### src/rtl/core/gsw_pkg.sv
`default_nettype none
package gsw_pkg;

    localparam int VERTEX_COUNT   = 16;
    localparam int VW             = 4;   // vertex number width
    localparam int SPW            = $clog2(VERTEX_COUNT + 1);
    localparam int WEIGHT_BITS    = 16;
    localparam int DIST_BITS      = 20;
    localparam int EDGE_SLOTS_DEF = 64;

    typedef enum logic [2:0] {
        OP_ADD_VTX  = 3'd0,
        OP_RM_VTX   = 3'd1,
        OP_ADD_EDGE = 3'd2,
        OP_RM_EDGE  = 3'd3,
        OP_HAS_EDGE = 3'd4,
        OP_HAS_VTX  = 3'd5,
        OP_WALK     = 3'd6,
        OP_PATH     = 3'd7
    } op_t;

    typedef enum logic [2:0] {
        ST_OK      = 3'd0,
        ST_MISSING = 3'd1,
        ST_FULL    = 3'd2,
        ST_UNREACH = 3'd3,
        ST_ZERO_WT = 3'd4
    } status_t;

    typedef enum logic [4:0] {
        C_NONE,
        C_LATCH,
        C_ADD_VTX,
        C_HAS_VTX,
        C_ERR_MISSING,
        C_ERR_FULL,
        C_ERR_ZERO,
        C_APPEND,
        C_PURGE_START,
        C_PURGE_STEP,
        C_PURGE_END,
        C_HAS_START,
        C_HAS_STEP,
        C_HAS_END,
        C_WALK_INIT,
        C_WALK_TOP,
        C_WALK_SCAN,
        C_WALK_EMIT,
        C_WALK_END,
        C_PATH_INIT,
        C_SEL_STEP,
        C_PICK,
        C_RELAX_STEP,
        C_UNREACH,
        C_SAME,
        C_BT_INIT,
        C_BT_TOP,
        C_BT_SCAN,
        C_PATH_OUT
    } dp_cmd_t;

    typedef enum logic [4:0] {
        S_IDLE,
        S_DISPATCH,
        S_PURGE,
        S_PURGE_END,
        S_HAS,
        S_HAS_END,
        S_WK_TOP,
        S_WK_SCAN,
        S_WK_EMIT,
        S_WK_END,
        S_PT_SEL,
        S_PT_PICK,
        S_PT_RELAX,
        S_PT_CHECK,
        S_PT_BT_TOP,
        S_PT_BT_SCAN,
        S_PT_OUT
    } ctrl_state_t;

    typedef struct packed {
        op_t  op;
        logic a_present;
        logic both;
        logic w_zero;
        logic full;
        logic scan_busy;
        logic wk_hit;
        logic bt_hit;
        logic sel_last;
        logic u_valid;
        logic sp_zero;
        logic bt_stop;
        logic reached_t;
        logic s_eq_t;
        logic cnt_zero;
        logic cnt_last;
        logic out_free;
    } dp_status_t;

endpackage
`default_nettype wire

### src/rtl/core/gsw_ctrl.sv
`default_nettype none
module gsw_ctrl (
    input  wire logic             aclk,
    input  wire logic             aresetn,
    input  wire logic             s_valid,
    output logic                  s_ready,
    input  gsw_pkg::dp_status_t   sts,
    output gsw_pkg::dp_cmd_t      cmd
);
    import gsw_pkg::*;

    ctrl_state_t state_reg, state_next;

    always_ff @(posedge aclk) begin
        if (!aresetn) begin
            state_reg <= S_IDLE;
        end else begin
            state_reg <= state_next;
        end
    end

    always_comb begin
        state_next = state_reg;
        cmd        = C_NONE;
        s_ready    = 1'b0;
        unique case (state_reg)
            S_IDLE: begin
                s_ready = 1'b1;
                if (s_valid) begin
                    cmd        = C_LATCH;
                    state_next = S_DISPATCH;
                end
            end
            S_DISPATCH: begin
                unique case (sts.op)
                    OP_ADD_VTX: begin
                        if (sts.out_free) begin
                            cmd        = C_ADD_VTX;
                            state_next = S_IDLE;
                        end
                    end
                    OP_HAS_VTX: begin
                        if (sts.out_free) begin
                            cmd        = C_HAS_VTX;
                            state_next = S_IDLE;
                        end
                    end
                    OP_RM_VTX: begin
                        if (!sts.a_present) begin
                            if (sts.out_free) begin
                                cmd        = C_ERR_MISSING;
                                state_next = S_IDLE;
                            end
                        end else begin
                            cmd        = C_PURGE_START;
                            state_next = S_PURGE;
                        end
                    end
                    OP_ADD_EDGE: begin
                        if (sts.out_free) begin
                            state_next = S_IDLE;
                            priority if (!sts.both) cmd = C_ERR_MISSING;
                            else if (sts.w_zero)    cmd = C_ERR_ZERO;
                            else if (sts.full)      cmd = C_ERR_FULL;
                            else                    cmd = C_APPEND;
                        end
                    end
                    OP_RM_EDGE: begin
                        if (!sts.both) begin
                            if (sts.out_free) begin
                                cmd        = C_ERR_MISSING;
                                state_next = S_IDLE;
                            end
                        end else begin
                            cmd        = C_PURGE_START;
                            state_next = S_PURGE;
                        end
                    end
                    OP_HAS_EDGE: begin
                        if (!sts.both) begin
                            if (sts.out_free) begin
                                cmd        = C_ERR_MISSING;
                                state_next = S_IDLE;
                            end
                        end else begin
                            cmd        = C_HAS_START;
                            state_next = S_HAS;
                        end
                    end
                    OP_WALK: begin
                        if (!sts.a_present) begin
                            if (sts.out_free) begin
                                cmd        = C_ERR_MISSING;
                                state_next = S_IDLE;
                            end
                        end else begin
                            cmd        = C_WALK_INIT;
                            state_next = S_WK_TOP;
                        end
                    end
                    OP_PATH: begin
                        if (!sts.both) begin
                            if (sts.out_free) begin
                                cmd        = C_ERR_MISSING;
                                state_next = S_IDLE;
                            end
                        end else begin
                            cmd        = C_PATH_INIT;
                            state_next = S_PT_SEL;
                        end
                    end
                    default: state_next = S_IDLE;
                endcase
            end
            S_PURGE: begin
                cmd = C_PURGE_STEP;
                if (!sts.scan_busy) state_next = S_PURGE_END;
            end
            S_PURGE_END: begin
                if (sts.out_free) begin
                    cmd        = C_PURGE_END;
                    state_next = S_IDLE;
                end
            end
            S_HAS: begin
                cmd = C_HAS_STEP;
                if (!sts.scan_busy) state_next = S_HAS_END;
            end
            S_HAS_END: begin
                if (sts.out_free) begin
                    cmd        = C_HAS_END;
                    state_next = S_IDLE;
                end
            end
            S_WK_TOP: begin
                if (sts.sp_zero) begin
                    state_next = S_WK_END;
                end else begin
                    cmd        = C_WALK_TOP;
                    state_next = S_WK_SCAN;
                end
            end
            S_WK_SCAN: begin
                cmd = C_WALK_SCAN;
                priority if (sts.wk_hit) state_next = S_WK_EMIT;
                else if (!sts.scan_busy) state_next = S_WK_TOP;
                else                     state_next = S_WK_SCAN;
            end
            S_WK_EMIT: begin
                if (sts.out_free) begin
                    cmd        = C_WALK_EMIT;
                    state_next = S_WK_TOP;
                end
            end
            S_WK_END: begin
                if (sts.out_free) begin
                    cmd        = C_WALK_END;
                    state_next = S_IDLE;
                end
            end
            S_PT_SEL: begin
                cmd = C_SEL_STEP;
                if (sts.sel_last) state_next = S_PT_PICK;
            end
            S_PT_PICK: begin
                if (!sts.u_valid) begin
                    state_next = S_PT_CHECK;
                end else begin
                    cmd        = C_PICK;
                    state_next = S_PT_RELAX;
                end
            end
            S_PT_RELAX: begin
                cmd = C_RELAX_STEP;
                if (!sts.scan_busy) state_next = S_PT_SEL;
            end
            S_PT_CHECK: begin
                if (sts.out_free) begin
                    priority if (!sts.reached_t) begin
                        cmd        = C_UNREACH;
                        state_next = S_IDLE;
                    end else if (sts.s_eq_t) begin
                        cmd        = C_SAME;
                        state_next = S_IDLE;
                    end else begin
                        cmd        = C_BT_INIT;
                        state_next = S_PT_BT_TOP;
                    end
                end
            end
            S_PT_BT_TOP: begin
                if (sts.bt_stop) begin
                    state_next = S_PT_OUT;
                end else begin
                    cmd        = C_BT_TOP;
                    state_next = S_PT_BT_SCAN;
                end
            end
            S_PT_BT_SCAN: begin
                cmd = C_BT_SCAN;
                priority if (sts.bt_hit) state_next = S_PT_BT_TOP;
                else if (!sts.scan_busy) state_next = S_PT_OUT;
                else                     state_next = S_PT_BT_SCAN;
            end
            S_PT_OUT: begin
                if (sts.cnt_zero) begin
                    state_next = S_IDLE;
                end else if (sts.out_free) begin
                    cmd = C_PATH_OUT;
                    if (sts.cnt_last) state_next = S_IDLE;
                end
            end
            default: state_next = S_IDLE;
        endcase
    end

endmodule
`default_nettype wire

### src/rtl/core/gsw_dp.sv
`default_nettype none
module gsw_dp #(
    parameter int EDGE_SLOTS = gsw_pkg::EDGE_SLOTS_DEF
) (
    input  wire logic                            aclk,
    input  wire logic                            aresetn,
    input  gsw_pkg::dp_cmd_t                     cmd,
    output gsw_pkg::dp_status_t                  sts,
    input  wire logic [2:0]                      s_op,
    input  wire logic [gsw_pkg::VW-1:0]          s_vertex_a,
    input  wire logic [gsw_pkg::VW-1:0]          s_vertex_b,
    input  wire logic [gsw_pkg::WEIGHT_BITS-1:0] s_weight,
    output logic                                 m_valid,
    input  wire logic                            m_ready,
    output logic [2:0]                           m_status,
    output logic                                 m_answer,
    output logic [gsw_pkg::VW-1:0]               m_out_vertex,
    output logic [gsw_pkg::VW-1:0]               m_hop_from,
    output logic [gsw_pkg::VW-1:0]               m_hop_to,
    output logic [gsw_pkg::WEIGHT_BITS-1:0]      m_hop_weight,
    output logic [gsw_pkg::DIST_BITS-1:0]        m_path_length,
    output logic                                 m_last
);
    import gsw_pkg::*;

    localparam int ECW = $clog2(EDGE_SLOTS + 1);
    localparam int EIW = $clog2(EDGE_SLOTS);
    localparam int EDW = 2 * VW + WEIGHT_BITS;
    localparam int VC  = VERTEX_COUNT;
    localparam int DB  = DIST_BITS;

    // latched request
    op_t                    op_reg;
    logic [VW-1:0]          a_reg, b_reg;
    logic [WEIGHT_BITS-1:0] w_reg;

    logic [VC-1:0]          present_reg;
    logic [ECW-1:0]         ec_reg;

    // edge table
    logic [EDW-1:0]         mem [EDGE_SLOTS];
    logic [EDW-1:0]         rdata_reg;
    logic [ECW-1:0]         rd_idx_reg;
    logic [ECW-1:0]         wr_idx_reg;
    logic                   dv_reg;
    logic [EIW-1:0]         didx_reg;
    logic                   any_reg, found_reg;

    // walk
    logic [VC-1:0]          visited_reg;
    logic [VW-1:0]          sv_reg [VC];
    logic [ECW-1:0]         sc_reg [VC];
    logic [SPW-1:0]         sp_reg;
    logic [VW-1:0]          cur_v_reg, pend_reg, fnd_v_reg;
    logic [EIW-1:0]         fnd_i_reg;

    // path
    logic [VC-1:0]          reached_reg, done_reg;
    logic [DB-1:0]          bd_reg [VC];
    logic [VW-1:0]          sel_v_reg, u_reg, v_reg;
    logic [DB-1:0]          ub_reg, bdu_reg, bdv_reg, run_reg;
    logic                   uv_reg;
    logic [SPW-1:0]         cnt_reg;
    logic [VW-1:0]          hop_src_reg [VC];
    logic [VW-1:0]          hop_dst_reg [VC];
    logic [WEIGHT_BITS-1:0] hop_wt_reg [VC];

    logic                   m_valid_reg;
    logic [2:0]             st_reg;
    logic                   ans_reg, last_reg;
    logic [VW-1:0]          ov_reg, hf_reg, ht_reg;
    logic [WEIGHT_BITS-1:0] hw_reg;
    logic [DB-1:0]          pl_reg;

    logic                   is_scan, issue, scan_busy, out_free;
    logic [VW-1:0]          rd_src, rd_dst;
    logic [WEIGHT_BITS-1:0] rd_wt;
    logic [VW-1:0]          bd_addr;
    logic [DB-1:0]          bd_rd;
    logic [DB:0]            nd, bt_sum;
    logic                   drop, wk_hit, bt_hit, cand, better;
    logic [SPW-1:0]         sp_dec, cnt_dec;
    logic [VW-1:0]          spm1, cnti;
    logic [DB:0]            run_sum;
    logic                   mem_we;
    logic [EIW-1:0]         mem_waddr;
    logic [EDW-1:0]         mem_wdata;
    logic                   emit;
    status_t                o_st;
    logic                   o_ans, o_last;
    logic [VW-1:0]          o_ov, o_hf, o_ht;
    logic [WEIGHT_BITS-1:0] o_hw;
    logic [DB-1:0]          o_pl;

    assign rd_src = rdata_reg[EDW-1 -: VW];
    assign rd_dst = rdata_reg[WEIGHT_BITS +: VW];
    assign rd_wt  = rdata_reg[WEIGHT_BITS-1:0];

    assign is_scan = (cmd == C_PURGE_STEP) || (cmd == C_HAS_STEP) || (cmd == C_WALK_SCAN)
                  || (cmd == C_RELAX_STEP) || (cmd == C_BT_SCAN);
    assign issue     = is_scan && (rd_idx_reg < ec_reg);
    assign scan_busy = (rd_idx_reg < ec_reg) || dv_reg;
    assign out_free  = !m_valid_reg || m_ready;

    always_comb begin
        unique case (cmd)
            C_RELAX_STEP: bd_addr = rd_dst;
            C_BT_INIT:    bd_addr = b_reg;
            C_BT_SCAN:    bd_addr = rd_src;
            default:      bd_addr = sel_v_reg;
        endcase
    end
    assign bd_rd = bd_reg[bd_addr];

    assign nd      = {1'b0, bdu_reg} + (DB+1)'(rd_wt);
    assign bt_sum  = {1'b0, bd_rd} + (DB+1)'(rd_wt);
    assign drop    = (op_reg == OP_RM_VTX) ? (rd_src == a_reg || rd_dst == a_reg)
                                           : (rd_src == a_reg && rd_dst == b_reg);
    assign wk_hit  = dv_reg && (rd_src == cur_v_reg) && !visited_reg[rd_dst];
    assign bt_hit  = dv_reg && (rd_dst == v_reg) && reached_reg[rd_src]
                  && (bt_sum == {1'b0, bdv_reg});
    assign cand    = reached_reg[sel_v_reg] && !done_reg[sel_v_reg];
    assign better  = !(uv_reg && (sel_v_reg != '0)) || (bd_rd < ub_reg);
    assign sp_dec  = sp_reg - SPW'(1);
    assign cnt_dec = cnt_reg - SPW'(1);
    assign spm1    = sp_dec[VW-1:0];
    assign cnti    = cnt_dec[VW-1:0];
    assign run_sum = {1'b0, run_reg} + (DB+1)'(hop_wt_reg[cnti]);

    always_comb begin
        sts.op        = op_reg;
        sts.a_present = present_reg[a_reg];
        sts.both      = present_reg[a_reg] && present_reg[b_reg];
        sts.w_zero    = (w_reg == '0);
        sts.full      = (ec_reg == ECW'(EDGE_SLOTS));
        sts.scan_busy = scan_busy;
        sts.wk_hit    = wk_hit;
        sts.bt_hit    = bt_hit;
        sts.sel_last  = (sel_v_reg == VW'(VC - 1));
        sts.u_valid   = uv_reg;
        sts.sp_zero   = (sp_reg == '0);
        sts.bt_stop   = (v_reg == a_reg) || (cnt_reg == SPW'(VC));
        sts.reached_t = reached_reg[b_reg];
        sts.s_eq_t    = (a_reg == b_reg);
        sts.cnt_zero  = (cnt_reg == '0);
        sts.cnt_last  = (cnt_reg == SPW'(1));
        sts.out_free  = out_free;
    end

    // single write port: append or compaction
    always_comb begin
        mem_we    = 1'b0;
        mem_waddr = wr_idx_reg[EIW-1:0];
        mem_wdata = rdata_reg;
        if (cmd == C_APPEND) begin
            mem_we    = 1'b1;
            mem_waddr = ec_reg[EIW-1:0];
            mem_wdata = {a_reg, b_reg, w_reg};
        end else if (cmd == C_PURGE_STEP && dv_reg && !drop) begin
            mem_we = 1'b1;
        end
    end

    always_ff @(posedge aclk) begin
        if (mem_we) mem[mem_waddr] <= mem_wdata;
        if (issue) rdata_reg <= mem[rd_idx_reg[EIW-1:0]];
    end

    always_comb begin
        emit   = 1'b0;
        o_st   = ST_OK;
        o_ans  = 1'b0;
        o_ov   = '0;
        o_hf   = '0;
        o_ht   = '0;
        o_hw   = '0;
        o_pl   = '0;
        o_last = 1'b1;
        unique case (cmd)
            C_ADD_VTX: begin
                emit  = 1'b1;
                o_ans = !present_reg[a_reg];
            end
            C_HAS_VTX: begin
                emit  = 1'b1;
                o_ans = present_reg[a_reg];
            end
            C_ERR_MISSING: begin
                emit = 1'b1;
                o_st = ST_MISSING;
            end
            C_ERR_FULL: begin
                emit = 1'b1;
                o_st = ST_FULL;
            end
            C_ERR_ZERO: begin
                emit = 1'b1;
                o_st = ST_ZERO_WT;
            end
            C_APPEND: begin
                emit  = 1'b1;
                o_ans = 1'b1;
            end
            C_PURGE_END: begin
                emit  = 1'b1;
                o_ans = (op_reg == OP_RM_VTX) ? 1'b1 : any_reg;
            end
            C_HAS_END: begin
                emit  = 1'b1;
                o_ans = found_reg;
            end
            C_WALK_EMIT: begin
                emit   = 1'b1;
                o_ov   = pend_reg;
                o_last = 1'b0;
            end
            C_WALK_END: begin
                emit = 1'b1;
                o_ov = pend_reg;
            end
            C_UNREACH: begin
                emit = 1'b1;
                o_st = ST_UNREACH;
            end
            C_SAME: emit = 1'b1;
            C_PATH_OUT: begin
                emit   = 1'b1;
                o_hf   = hop_src_reg[cnti];
                o_ht   = hop_dst_reg[cnti];
                o_hw   = hop_wt_reg[cnti];
                o_pl   = run_sum[DB-1:0];
                o_last = (cnt_reg == SPW'(1));
            end
            default: emit = 1'b0;
        endcase
    end

    // control state
    always_ff @(posedge aclk) begin
        if (!aresetn) begin
            present_reg <= '0;
            ec_reg      <= '0;
            dv_reg      <= 1'b0;
            m_valid_reg <= 1'b0;
        end else begin
            dv_reg <= issue;
            if (emit) begin
                m_valid_reg <= 1'b1;
            end else if (m_ready) begin
                m_valid_reg <= 1'b0;
            end
            if (cmd == C_ADD_VTX) present_reg[a_reg] <= 1'b1;
            if (cmd == C_PURGE_START && op_reg == OP_RM_VTX) present_reg[a_reg] <= 1'b0;
            if (cmd == C_APPEND) ec_reg <= ec_reg + ECW'(1);
            if (cmd == C_PURGE_END) ec_reg <= wr_idx_reg;
        end
    end

    // working registers
    always_ff @(posedge aclk) begin
        didx_reg <= rd_idx_reg[EIW-1:0];
        if (issue) rd_idx_reg <= rd_idx_reg + ECW'(1);
        if (emit) begin
            st_reg   <= o_st;
            ans_reg  <= o_ans;
            ov_reg   <= o_ov;
            hf_reg   <= o_hf;
            ht_reg   <= o_ht;
            hw_reg   <= o_hw;
            pl_reg   <= o_pl;
            last_reg <= o_last;
        end
        unique case (cmd)
            C_LATCH: begin
                op_reg <= op_t'(s_op);
                a_reg  <= s_vertex_a;
                b_reg  <= s_vertex_b;
                w_reg  <= s_weight;
            end
            C_PURGE_START: begin
                rd_idx_reg <= '0;
                wr_idx_reg <= '0;
                any_reg    <= 1'b0;
            end
            C_PURGE_STEP: begin
                if (dv_reg) begin
                    if (drop) any_reg <= 1'b1;
                    else      wr_idx_reg <= wr_idx_reg + ECW'(1);
                end
            end
            C_HAS_START: begin
                rd_idx_reg <= '0;
                found_reg  <= 1'b0;
            end
            C_HAS_STEP: begin
                if (dv_reg && rd_src == a_reg && rd_dst == b_reg) found_reg <= 1'b1;
            end
            C_WALK_INIT: begin
                visited_reg <= VC'(1) << a_reg;
                pend_reg    <= a_reg;
                sv_reg[0]   <= a_reg;
                sc_reg[0]   <= '0;
                sp_reg      <= SPW'(1);
            end
            C_WALK_TOP: begin
                rd_idx_reg <= sc_reg[spm1];
                cur_v_reg  <= sv_reg[spm1];
            end
            C_WALK_SCAN: begin
                if (wk_hit) begin
                    fnd_v_reg <= rd_dst;
                    fnd_i_reg <= didx_reg;
                end else if (!scan_busy) begin
                    sp_reg <= sp_dec;
                end
            end
            C_WALK_EMIT: begin
                sc_reg[spm1]           <= ECW'(fnd_i_reg) + ECW'(1);
                visited_reg[fnd_v_reg] <= 1'b1;
                pend_reg               <= fnd_v_reg;
                if (sp_reg < SPW'(VC)) begin
                    sv_reg[sp_reg[VW-1:0]] <= fnd_v_reg;
                    sc_reg[sp_reg[VW-1:0]] <= '0;
                    sp_reg                 <= sp_reg + SPW'(1);
                end
            end
            C_PATH_INIT: begin
                reached_reg   <= VC'(1) << a_reg;
                done_reg      <= '0;
                bd_reg[a_reg] <= '0;
                sel_v_reg     <= '0;
            end
            C_SEL_STEP: begin
                if (cand && better) begin
                    u_reg  <= sel_v_reg;
                    ub_reg <= bd_rd;
                    uv_reg <= 1'b1;
                end else if (sel_v_reg == '0) begin
                    uv_reg <= 1'b0;
                end
                sel_v_reg <= sel_v_reg + VW'(1);
            end
            C_PICK: begin
                done_reg[u_reg] <= 1'b1;
                bdu_reg         <= ub_reg;
                rd_idx_reg      <= '0;
            end
            C_RELAX_STEP: begin
                if (dv_reg && rd_src == u_reg
                    && (!reached_reg[rd_dst] || nd < {1'b0, bd_rd})) begin
                    reached_reg[rd_dst] <= 1'b1;
                    bd_reg[rd_dst]      <= nd[DB-1:0];
                end
            end
            C_BT_INIT: begin
                v_reg   <= b_reg;
                bdv_reg <= bd_rd;
                cnt_reg <= '0;
                run_reg <= '0;
            end
            C_BT_TOP: rd_idx_reg <= '0;
            C_BT_SCAN: begin
                if (bt_hit) begin
                    hop_src_reg[cnt_reg[VW-1:0]] <= rd_src;
                    hop_dst_reg[cnt_reg[VW-1:0]] <= rd_dst;
                    hop_wt_reg[cnt_reg[VW-1:0]]  <= rd_wt;
                    v_reg                        <= rd_src;
                    bdv_reg                      <= bd_rd;
                    cnt_reg                      <= cnt_reg + SPW'(1);
                end
            end
            C_PATH_OUT: begin
                cnt_reg <= cnt_dec;
                run_reg <= run_sum[DB-1:0];
            end
            default: ;
        endcase
    end

    assign m_valid       = m_valid_reg;
    assign m_status      = st_reg;
    assign m_answer      = ans_reg;
    assign m_out_vertex  = ov_reg;
    assign m_hop_from    = hf_reg;
    assign m_hop_to      = ht_reg;
    assign m_hop_weight  = hw_reg;
    assign m_path_length = pl_reg;
    assign m_last        = last_reg;

endmodule
`default_nettype wire

### src/rtl/core/graph_store_walk_shortest_path.sv
// Vertex remove, edge remove and edge test each scan the edge table, which
// gives one read per cycle. Walk: repeated scans of the edge table; path: up to
// V+1 selection sweeps plus V relax scans, then up to V backtrack scans and one
// result per hop. One request in flight at a time. Reset (synchronous, active
// low) empties the vertex set and the edge count; table contents are not cleared,
// no clearing pass.
`default_nettype none
module graph_store_walk_shortest_path #(
    parameter int EDGE_SLOTS = gsw_pkg::EDGE_SLOTS_DEF
) (
    input  wire logic                            aclk,
    input  wire logic                            aresetn,
    // request channel
    input  wire logic                            s_valid,
    output logic                                 s_ready,
    input  wire logic [2:0]                      s_op,
    input  wire logic [gsw_pkg::VW-1:0]          s_vertex_a,
    input  wire logic [gsw_pkg::VW-1:0]          s_vertex_b,
    input  wire logic [gsw_pkg::WEIGHT_BITS-1:0] s_weight,
    // result channel
    output logic                                 m_valid,
    input  wire logic                            m_ready,
    output logic [2:0]                           m_status,
    output logic                                 m_answer,
    output logic [gsw_pkg::VW-1:0]               m_out_vertex,
    output logic [gsw_pkg::VW-1:0]               m_hop_from,
    output logic [gsw_pkg::VW-1:0]               m_hop_to,
    output logic [gsw_pkg::WEIGHT_BITS-1:0]      m_hop_weight,
    output logic [gsw_pkg::DIST_BITS-1:0]        m_path_length,
    output logic                                 m_last
);
    import gsw_pkg::*;

    // Controller sequences the request; datapath owns the edge table
    // (registered read, compaction on removal), walk stack and distance file.
    dp_cmd_t    cmd;
    dp_status_t sts;

    gsw_ctrl u_ctrl (
        .aclk    (aclk),
        .aresetn (aresetn),
        .s_valid (s_valid),
        .s_ready (s_ready),
        .sts     (sts),
        .cmd     (cmd)
    );

    // result register in the datapath decouples the two sides: a new request
    // is taken while the last result still waits
    gsw_dp #(
        .EDGE_SLOTS (EDGE_SLOTS)
    ) u_dp (
        .aclk          (aclk),
        .aresetn       (aresetn),
        .cmd           (cmd),
        .sts           (sts),
        .s_op          (s_op),
        .s_vertex_a    (s_vertex_a),
        .s_vertex_b    (s_vertex_b),
        .s_weight      (s_weight),
        .m_valid       (m_valid),
        .m_ready       (m_ready),
        .m_status      (m_status),
        .m_answer      (m_answer),
        .m_out_vertex  (m_out_vertex),
        .m_hop_from    (m_hop_from),
        .m_hop_to      (m_hop_to),
        .m_hop_weight  (m_hop_weight),
        .m_path_length (m_path_length),
        .m_last        (m_last)
    );

endmodule
`default_nettype wire

### config.mk
export PLATFORM = sky130hd
export DESIGN_NAME = graph_store_walk_shortest_path
export DESIGN_NICKNAME = d
export VERILOG_FILES = /design/src/rtl/core/gsw_pkg.sv /design/src/rtl/core/gsw_ctrl.sv /design/src/rtl/core/gsw_dp.sv /design/src/rtl/core/graph_store_walk_shortest_path.sv
export SDC_FILE = /design/constraint.sdc
export NUM_CORES = 2
export LEC_CHECK = 0
export BUFFER_PORTS_ARGS = -buffer_cell sky130_fd_sc_hd__buf_2
export CAP_MARGIN = 20
export CORE_ASPECT_RATIO = 0.9
export CORE_MARGIN = 3
export CORE_UTILIZATION = 30
export DETAILED_ROUTE_END_ITERATION = 8
export RECOVER_POWER = 25
export REMOVE_ABC_BUFFERS = 1
export SLEW_MARGIN = 10
export SYNTH_ARGS = -nofsm -noshare
export SYNTH_HDL_FRONTEND = slang
export SYNTH_SLANG_ARGS = --single-unit
### constraint.sdc
create_clock -name aclk -period 14.05 [get_ports aclk]
set_clock_uncertainty 0.1 [all_clocks]
set_input_delay 2.1075 -clock aclk [delete_from_list [all_inputs] [get_ports aclk]]
set_output_delay 2.1075 -clock aclk [all_outputs]
set_load 0.02 [all_outputs]
==> run metrics <==
status finished with violations; failing checks max-capacitance violations, max-slew violations; reg2reg end u_dp.hop_wt_reg[11][0]; leakage 0.0416 uW; crit path max fanout 41; R2R setup slack 1.60 ns; post-route minimum period 12.45 ns; period utilization 88.6%; Crit Path Class reg -> reg; GPL Wtd Cong 0.904; pwr dens 192 nW/um^2; max-cap viol count 36; Max Freq 0.0803 GHz; setup TNS 0 ns; WP data arrival 12.88 ns; fillers 35000; Post-DP HPWL 181 mm; nets 6799; Startpoint Class register; total CTS buffers 298; max incr delay on CP 0.90 ns; GR Overflow Total 0; Relative slew margins -532%; R2R Path Start u_dp.a_reg[3]; layout cells sized above 1 20.8%; slowest CP cell a21oi_1; Final Worst Setup Slack 1.60 ns; most frequent cells in the layout edfxtp_1, mux4_2, nand2_1; Multi-input gate area 31300 um^2; storage element area 80800 um^2; Worst-Margin Slew 9.48 ns; Primary FF master, synth edfxtp_1; HP Class reg -> reg; die width 654 um; final wirelength 304 mm; DRT Pass-1 Iters 6; CP Capture Type register; RSZ-0062 raised after global routing false; Root Buffer clkbuf_16; die area 386000 um^2; Unique masters post-synth 104; largest net degree at the start of global routing 127; Top delay family on crit path compound AO/OA/AOI/OAI gates; final core utilization 34.8%; core box area 375000 um^2; max-slew violation total from the final report 1363; async set-reset flop share out of synthesis 0%; Mapped Cells 6437; Post-synth EDFFs 2593; Starting DRT DRC Count 7059; gr usage total 15.4%; TritonCTS clock tree built; Hold Vio Cnt, Final 0; Post-DRT Antenna Nets 0; clock sink count 2741; num rows 213; endpoints failing setup 0; Hold Path Sink u_dp.fnd_i_reg[5]; clock slew at reported path FFs 0.07 ns; Synth Register Bits 2741; Ports 86; worst slack, placed 1.47 ns; Crit path required time 14.48 ns; Routed WL per cell 25.7 um; Syn Area/Cell 17.6 um^2; cts repair resizes 0; R2R depth 33; Remaining DRCs 0; maximum VDD drop 0.232 mV; # port buffers 85; Hold Buf Count CTS 0; first-pass GRT wire length 439 mm; max FFs per register 1536; H-tree depth 5; startpoint of the worst hold path u_dp.didx_reg[5]; crit path buf inv count 5; Vias 62000; number of antenna violations at the first check in global routing 11; clock buffer depth 4; synth warn 0; Via-to-Cell Ratio 5.23; Initial Utilization 30.2%; post-CTS setup buffers 0; most common cell after layout, fill and taps aside edfxtp_1; Die H 589 um; vias in the first global route 61400; Hold Path Cell Cnt 0; Worst-Skew Late Latency 0.89 ns; Synth-to-Final Area Change 15.1%; post-synthesis sequential area ratio 71.3%; Setup crit start u_dp.a_reg[3]; Design Power 25000 uW; synthesized cell area 113000 um^2
## Yosys cell counts, types with 13 or more instances
cell / count / area (um^2)
edfxtp_1: 2593 / 77900
mux4_2: 686 / 15400
nand2_1: 581 / 2180
nor2_1: 323 / 1210
clkbuf_1: 253 / 950
a21oi_1: 207 / 1040
nand3_1: 204 / 1020
dfxtp_1: 148 / 2960
ha_1: 110 / 1380
mux2i_1: 108 / 1080
inv_1: 104 / 390
o21ai_0: 94 / 470
buf_1: 82 / 308
xnor2_1: 80 / 701
and2_1: 66 / 413
nor2b_1: 61 / 382
nor3_1: 61 / 305
a211oi_1: 60 / 450
a31oi_1: 56 / 350
and3_1: 49 / 307
xor2_1: 40 / 350
a21o_1: 31 / 233
nand2b_1: 31 / 194
mux2_2: 29 / 327
buf_2: 25 / 125
nand4_1: 24 / 150
o22ai_1: 24 / 150
a22oi_1: 21 / 158
nor4_1: 18 / 113
a311oi_1: 15 / 131
o31ai_1: 13 / 97.6
## worst max path at each step
stage,endpoint,cells after the start
after global placement,u_dp.hop_wt_reg[11][10],33
after detailed placement,u_dp.hop_wt_reg[3][14],33
after floorplan,u_dp.rdata_reg[0],3
after global routing,u_dp.hop_wt_reg[9][4],35
after CTS,u_dp.hop_wt_reg[3][14],33
final,u_dp.hop_wt_reg[11][0],33
## worst register-to-register path: cells and delay by family (launching register included)
kind            cells  cell delay [ns]
compound gates     15             4.88
simple gates       10             3.28
mux                 2             0.78
flops               1             0.70
fa+ha+maj           1             0.44
buf+inv             5             1.95
## power by group
group | total (uW) | internal (uW) | switching [uW]
Sequential | 9930 | 9750 | 174
Clock | 7790 | 4530 | 3260
Combinational | 7310 | 2860 | 4450
Total | 25000 | 17100 | 7880
## layout make-up
class	instances	area share [%]
antenna	6	0.0115
clock buffer	364	6.02
clock inverter	179	1.41
inverter	107	0.308
multi-input combinational	3217	24.0
sequential	2741	61.9
tap	4945	4.74
timing repair buffer	290	1.63
## per-layer routing
layer	GRT usage, %	vias up	share of wire [%]
met2	24.6	2542	47
met3	2.21	474	7.3
met1	21.8	32800	42
met5	0	-	0
met4	4.63	0	3.0
li1	-	26200	-
## through the flow
step	hold WS [ns]	cell area, um^2	std cells
global route	0.307	131000	11800
global placement	0.292	121000	11300
detailed placement	0.289	121000	11300
CTS	0.303	131000	11800
finish	0.299	131000	11800
floorplan	0.286	112000	6065
## cell families after synthesis
kind of cell | after synthesis | share of synthesized area (%)
flip-flops | 2741 | 71.3
AND/OR/NAND/NOR | 1488 | 6.06
multiplexers | 825 | 14.9
AO/OA/AOI/OAI | 669 | 3.90
buffers and inverters | 479 | 1.67
XOR/XNOR | 120 | 0.927
adder cells (fa/ha/maj) | 115 | 1.28
No activity file was read; power rests on OpenSTA's default activity.
